[config.mk]
export PLATFORM = sky130hd
export DESIGN_NAME = half_single_float_converter_core
export DESIGN_NICKNAME = d
export VERILOG_FILES = /design/src/hw/rtl/hsfc_pkg.sv /design/src/hw/rtl/half_single_float_converter_core.sv /design/src/hw/rtl/hsfc_decode.sv /design/src/hw/rtl/hsfc_shift.sv
export SDC_FILE = /design/constraint.sdc
export NUM_CORES = 1
export LEC_CHECK = 0
export BUFFER_PORTS_ARGS = -buffer_cell sky130_fd_sc_hd__buf_2
export CORE_UTILIZATION = 47
export DETAILED_ROUTE_END_ITERATION = 8
export GPL_ROUTABILITY_DRIVEN = 0
export PLACE_DENSITY = 0.66
export SYNTH_ARGS = -nofsm -noshare
export SYNTH_HDL_FRONTEND = slang
export SYNTH_SLANG_ARGS = --single-unit
[constraint.sdc]
create_clock -name i_clk -period 2.5 [get_ports i_clk]
set_clock_uncertainty 0.05 [all_clocks]
set_input_delay 0.125 -clock i_clk [delete_from_list [all_inputs] [get_ports i_clk]]
set_output_delay 0.125 -clock i_clk [all_outputs]
set_load 0.03 [all_outputs]
[src/hw/rtl/hsfc_pkg.sv]
`default_nettype none
package hsfc_pkg;
    localparam int unsigned HALF_BIAS   = 15;
    localparam int unsigned SINGLE_BIAS = 127;

    typedef enum logic {
        ACT_H2S = 1'b0,
        ACT_S2H = 1'b1
    } t_action;

    // Decoded operand after stage 1.
    typedef struct packed {
        logic        act;
        logic        sign;
        logic        is_zero;   // result is signed zero
        logic        is_inf;    // result is signed infinity
        logic        is_nan;
        logic        is_sub;    // needs normalize (h2s) or denormalize (s2h)
        logic [7:0]  ex;        // biased result exponent for normal path
        logic [3:0]  sh;        // shift amount for subnormal path
        logic [22:0] fr;        // single-aligned fraction
    } t_dec;

    // Packed result pieces after stage 2.
    typedef struct packed {
        logic        act;
        logic        sign;
        logic [7:0]  ex;
        logic [22:0] fr;
    } t_mid;
endpackage
`default_nettype wire

[src/hw/rtl/half_single_float_converter_core.sv]
// Half/single float converter.
// Input channel: i_valid/o_ready carry i_action and i_operand_bits.
//   i_action = 0: low 16 bits are a binary16, result is the binary32.
//   i_action = 1: all 32 bits are a binary32, result is the binary16 in
//   the low 16 bits (upper bits zero), truncated, no rounding.
// Output channel: o_valid/i_ready carry o_converted_bits.
// Three register stages: decode (classify, leading-one search),
// shift (normalize or denormalize), pack; o_valid is the pack stage's
// valid bit. One transaction per cycle is sustained while i_ready stays
// high.
// Each stage holds a valid bit; a stage advances when it is empty or the
// stage after it advances, so a stall on i_ready backs up through the
// pipe without loss and o_ready drops only when all stages are full and
// i_ready is low (o_ready follows i_ready combinationally).
// Synchronous active-low reset clears the valid bits; data regs are not reset.
`default_nettype none
module half_single_float_converter_core import hsfc_pkg::*; (
    input  wire logic        i_clk,
    input  wire logic        i_rst_n,
    input  wire logic        i_valid,
    output logic             o_ready,
    input  wire logic        i_action,
    input  wire logic [31:0] i_operand_bits,
    output logic             o_valid,
    input  wire logic        i_ready,
    output logic [31:0]      o_converted_bits
);
    logic        r_v1, r_v2, r_v3;
    t_dec        r_dec, n_dec;
    t_mid        r_mid, n_mid;
    logic [31:0] r_out, n_out;
    logic        adv1, adv2, adv3;

    // Pipeline enables, computed back from the output.
    assign adv3    = !r_v3 || i_ready;
    assign adv2    = !r_v2 || adv3;
    assign adv1    = !r_v1 || adv2;
    assign o_ready = adv1;
    assign o_valid = r_v3;
    assign o_converted_bits = r_out;

    hsfc_decode u_decode (
        .i_act  (i_action),
        .i_bits (i_operand_bits),
        .o_dec  (n_dec)
    );

    hsfc_shift u_shift (
        .i_dec (r_dec),
        .o_mid (n_mid)
    );

    // Pack stage.
    always_comb begin
        if (r_mid.act == ACT_H2S) n_out = {r_mid.sign, r_mid.ex, r_mid.fr};
        else n_out = {16'd0, r_mid.sign, r_mid.ex[4:0], r_mid.fr[9:0]};
    end

    always_ff @(posedge i_clk) begin
        if (!i_rst_n) begin
            r_v1 <= 1'b0;
            r_v2 <= 1'b0;
            r_v3 <= 1'b0;
        end else begin
            if (adv1) r_v1 <= i_valid;
            if (adv2) r_v2 <= r_v1;
            if (adv3) r_v3 <= r_v2;
        end
        if (adv1) r_dec <= n_dec;
        if (adv2) r_mid <= n_mid;
        if (adv3) r_out <= n_out;
    end
endmodule
`default_nettype wire

[src/hw/rtl/hsfc_decode.sv]
`default_nettype none
module hsfc_decode import hsfc_pkg::*; (
    input  wire logic        i_act,
    input  wire logic [31:0] i_bits,
    output t_dec             o_dec
);
    logic [4:0]  h_ex;
    logic [9:0]  h_fr;
    logic [7:0]  s_ex;
    logic [22:0] s_fr;
    logic [8:0]  ne;     // s_ex - 112, two's complement
    logic [3:0]  lz;

    always_comb begin
        h_ex = i_bits[14:10];
        h_fr = i_bits[9:0];
        s_ex = i_bits[30:23];
        s_fr = i_bits[22:0];
        ne   = {1'b0, s_ex} - 9'(SINGLE_BIAS - HALF_BIAS);
        lz   = 4'd0;
        for (int k = 9; k >= 0; k--) begin
            if (h_fr[k] && lz == 4'd0) lz = 4'(10 - k);
        end
        o_dec = '0;
        o_dec.act = i_act;
        if (i_act == ACT_H2S) begin
            o_dec.sign = i_bits[15];
            o_dec.fr   = {h_fr, 13'd0};
            o_dec.ex   = {3'd0, h_ex} + 8'(SINGLE_BIAS - HALF_BIAS);
            if (h_ex == 5'h1F) begin
                o_dec.is_nan = (h_fr != '0);
                o_dec.is_inf = (h_fr == '0);
            end else if (h_ex == 5'd0) begin
                o_dec.is_zero = (h_fr == '0);
                o_dec.is_sub  = (h_fr != '0);
                o_dec.sh      = lz;
            end
        end else begin
            o_dec.sign = i_bits[31];
            o_dec.fr   = s_fr;
            o_dec.ex   = {3'd0, ne[4:0]};
            if (s_ex == 8'hFF) begin
                o_dec.is_nan = (s_fr != '0);
                o_dec.is_inf = (s_fr == '0);
            end else if (s_ex == 8'd0) begin
                o_dec.is_zero = 1'b1;
            end else if (!ne[8] && ne >= 9'd31) begin
                o_dec.is_inf = 1'b1;
            end else if (ne[8] || ne == 9'd0) begin
                if ($signed(ne) < -9'sd10) o_dec.is_zero = 1'b1;
                else begin
                    o_dec.is_sub = 1'b1;
                    o_dec.sh     = 4'(9'd1 - ne);
                end
            end
        end
    end
endmodule
`default_nettype wire

[src/hw/rtl/hsfc_shift.sv]
`default_nettype none
module hsfc_shift import hsfc_pkg::*; (
    input  t_dec i_dec,
    output t_mid o_mid
);
    logic [23:0] man;

    always_comb begin
        man = {1'b1, i_dec.fr};
        o_mid      = '0;
        o_mid.act  = i_dec.act;
        o_mid.sign = i_dec.sign;
        if (i_dec.act == ACT_H2S) begin
            if (i_dec.is_nan) begin
                o_mid.ex = 8'hFF;
                o_mid.fr = i_dec.fr | 23'd1;
            end else if (i_dec.is_inf) begin
                o_mid.ex = 8'hFF;
            end else if (i_dec.is_sub) begin
                o_mid.ex = 8'(SINGLE_BIAS - HALF_BIAS + 1) - {4'd0, i_dec.sh};
                o_mid.fr = i_dec.fr << i_dec.sh;
            end else if (!i_dec.is_zero) begin
                o_mid.ex = i_dec.ex;
                o_mid.fr = i_dec.fr;
            end
        end else begin
            if (i_dec.is_nan) begin
                o_mid.ex = 8'h1F;
                o_mid.fr = {13'd0, i_dec.fr[22:13] | 10'd1};
            end else if (i_dec.is_inf) begin
                o_mid.ex = 8'h1F;
            end else if (i_dec.is_sub) begin
                man = man >> i_dec.sh;
                o_mid.fr = {13'd0, man[22:13]};
            end else if (!i_dec.is_zero) begin
                o_mid.ex = i_dec.ex;
                o_mid.fr = {13'd0, i_dec.fr[22:13]};
            end
        end
    end
endmodule
`default_nettype wire

==> flow_metrics.tcl <==
set metrics [dict create \
    clk_pin_slew_worst_paths_ns 0.07 \
    vias_per_cell 6.21 \
    path_cells "buf_12 -> buf_4 -> mux4_1 -> nand2_1 -> o21ai_0 -> a221o_1" \
    synth.distinct_cells 63 \
    dpl.hpwl_mm 10.8 \
    crit_type "flop to flop" \
    insertedDiodeCount 0 \
    pre_cts_slack_ns 0.240 \
    power.total_mw 4.52 \
    io_buffers 70 \
    avgSynthCellArea_um2 11.8 \
    die_area_um2 13700 \
    timing.final.crit_share 0.910 \
    drtPass1Iterations 8 \
    drv_slew 0 \
    status "complete, no violations" \
    yosys.area.top_type "edfxtp_1" \
    synth_edf_count 103 \
    cts_tree "done" \
    drt_iter0_drc 493 \
    grt_pass1_wl_mm 23.4 \
    max-slew-margin-rel 0.253 \
    ir_drop_mv 0.336 \
    timing.fmax_mhz 439 \
    rsz0062_at_grt "no" \
    clock_latency_ns 0.35 \
    num-nets-final 630 \
    syn-num-nets 568 \
    multiInputGateArea_um2 2800 \
    stdcell_area_um2 7110 \
    ys_ff_latch 106 \
    clock-root-buffer "clkbuf_16" \
    worstPathArrival_ns 2.33 \
    ff2ff_setup_slack_ns 0.22 \
    power_density_nw_per_um2 635 \
    ys_warn_count 0 \
    grt_usage 0.232 \
    cts_resized 0 \
    setup_viol 0 \
    boundaryPins 71 \
    synth_area_leaders "edfxtp_1 50%, mux4_2 5.4%, mux2_2 4.9%, mux4_1 3.0%, nand2_1 2.8%" \
    post_drt_wl_per_cell_um 19.6 \
    crit_required_ns 2.55 \
    startpoint_type "flop" \
    fin_tns_setup_ns 0 \
    ant_nets 0 \
    core_area_um2 12800 \
    grt_pass1_vias 4298 \
    num_rows 41 \
    syn_area_um2 6220 \
    clock_sinks 106 \
    grt_max_degree 43 \
    period_needed_ns 2.28 \
    fin_ws_ns 0.224 \
    die_w_um 117 \
    cap_violations 0 \
    vias 4742 \
    yosys_most_used_dff "edfxtp_1" \
    seq_area_um2 3150 \
    min_path_type "primary input to flop" \
    drcViolationCount 0 \
    dpl_cell_area_um2 6770 \
    die_height_um 117 \
    fillers 1067 \
    overflow 0 \
    crit_slowest_cell "mux4_1" \
    async_reset_ff_frac 0 \
    critical_path.endpoint_type "flop" \
    leakagePower_nw 2.75 \
    drive_gt1_frac 0.267 \
    hold_violations 0 \
    initial_core_util 0.487 \
    antenna_found_initial 0 \
    worstMarginPinSlew_ns 1.12 \
    area_delta_synth_final_pct 14.4 \
    cts.htree.levels 3 \
    critPathMaxStageDelay_ns 0.62 \
    yosysTopAreaCellShare 0.497 \
    cp_max_fo 29 \
    synthCells 525 \
    ys_seq_area_frac 0.507 \
    cts_buffer_depth 2 \
    routed_wl_mm 15.0 \
    cts_buffers 9 \
]
[logic make-up (layout without fill, tap and decap cells)]
kind of cell	count (synthesis)	in the layout	synth area share
AOI/OAI and AO/OA	124	124	0.140
muxes	64	64	0.159
and+or+nand+nor	165	165	0.135
DFF	106	106	0.507
buffers and inverters	58	125	0.0441
adders and majority gates	6	6	0.0121
xor gates and xnor gates	2	2	0.00282
[registers in the layout, indices dropped and copies added, names as in the netlist]
signal	cells
o_converted_bits	31
o_valid	1
r_mid	32
r_v1	1
r_v2	1
r_dec	40
[synth_stat cells (3+ instances only)]
library cell and count:
a211oi_1 6, a21boi_0 3, a21o_1 4, a21oi_1 27, a221o_1 8, a221oi_1 7, a222oi_1 3, a31oi_1 7
a41oi_1 5, and2_1 16, buf_2 7, buf_4 4, clkbuf_1 24, dfxtp_1 3, edfxtp_1 103, ha_1 6
inv_1 17, mux2_2 27, mux2i_1 13, mux4_1 7, mux4_2 15, nand2_1 46, nand2b_1 7, nand3_1 7
nand3b_1 4, nand4_1 4, nor2_1 30, nor2b_1 25, nor3_1 11, nor4_1 4, o211ai_1 5, o21ai_0 23
o22ai_1 4, or2_2 3
[critical path: cells and delay by family (launching register included)]
family	cells	cell delay, ns
buffers and inverters	2	0.51
multiplexers	1	0.62
AND/OR/NAND/NOR	1	0.09
flip-flops	1	0.38
AO/OA/AOI/OAI	2	0.38
[repair_timing]
action,in CTS,in global routing
setup buffers,0,0
hold buffers,2,0
hold endpoints to repair,3,0
[stage by stage]
stage | hold slack (ns) | cells | util
6_report | 0.0444 | 764 | 0.557
5_1_grt | 0.0396 | 764 | 0.557
4_1_cts | 0.0332 | 764 | 0.557
3_5_place_dp | 0.309 | 746 | 0.530
3_3_place_gp | 0.302 | 746 | 0.530
2_1_floorplan | 0.174 | 525 | -
[layer usage]
metal  up-vias  part of all wire  GRT usage
met2       302              0.47      0.357
met4         0             0.035      0.110
met5         -                 0          0
li1       2156                 -          -
met3        42             0.092     0.0453
met1      2242              0.41      0.318
[worst paths after layout]
path | to | from | cells after the start
worst max-delay path | r_mid[18]$_SDFFCE_PP0P_ | r_dec[23]$_DFFE_PP_ | 6
worst min-delay path | r_dec[39]$_DFFE_PP_ | i_operand_bits[31] | 2
worst max register to register | r_mid[18]$_SDFFCE_PP0P_ | r_dec[23]$_DFFE_PP_ | 6
worst min register to register | o_converted_bits[4]$_DFFE_PP_ | r_mid[4]$_DFFE_PP_ | 0
[area by class of cell]
class	count	area share
tap	172	0.0303
clock inverter	7	0.0141
multi-input combinational	361	0.393
clock buffer	9	0.0317
timing repair buffer	92	0.0785
inverter	17	0.00897
sequential	106	0.443
[placed cells by master (no fill, tap or decap), drive strengths merged, types with 5 or more instances in the layout]
cell / n
nand2b: 7
mux2i: 13
ha: 6
a41oi: 5
mux4: 22
nand3: 7
nor2: 30
nor2b: 25
and2: 16
mux2: 29
buf: 90
a31oi: 7
nor3: 11
a211oi: 7
a21oi: 27
a221oi: 8
o211ai: 5
clkbuf: 9
edfxtp: 103
nand2: 46
inv: 19
a221o: 8
o21ai: 25
[where the power goes]
| part | switching (mW) | leakage [nW] | internal [mW] |
|---|---|---|---|
| Clock | 0.618 | 0.154 | 0.885 |
| Sequential | 0.115 | 1.18 | 2.13 |
| Combinational | 0.456 | 1.41 | 0.317 |
| Total | 1.19 | 2.75 | 3.33 |
Power figures use the tool's default switching activity.
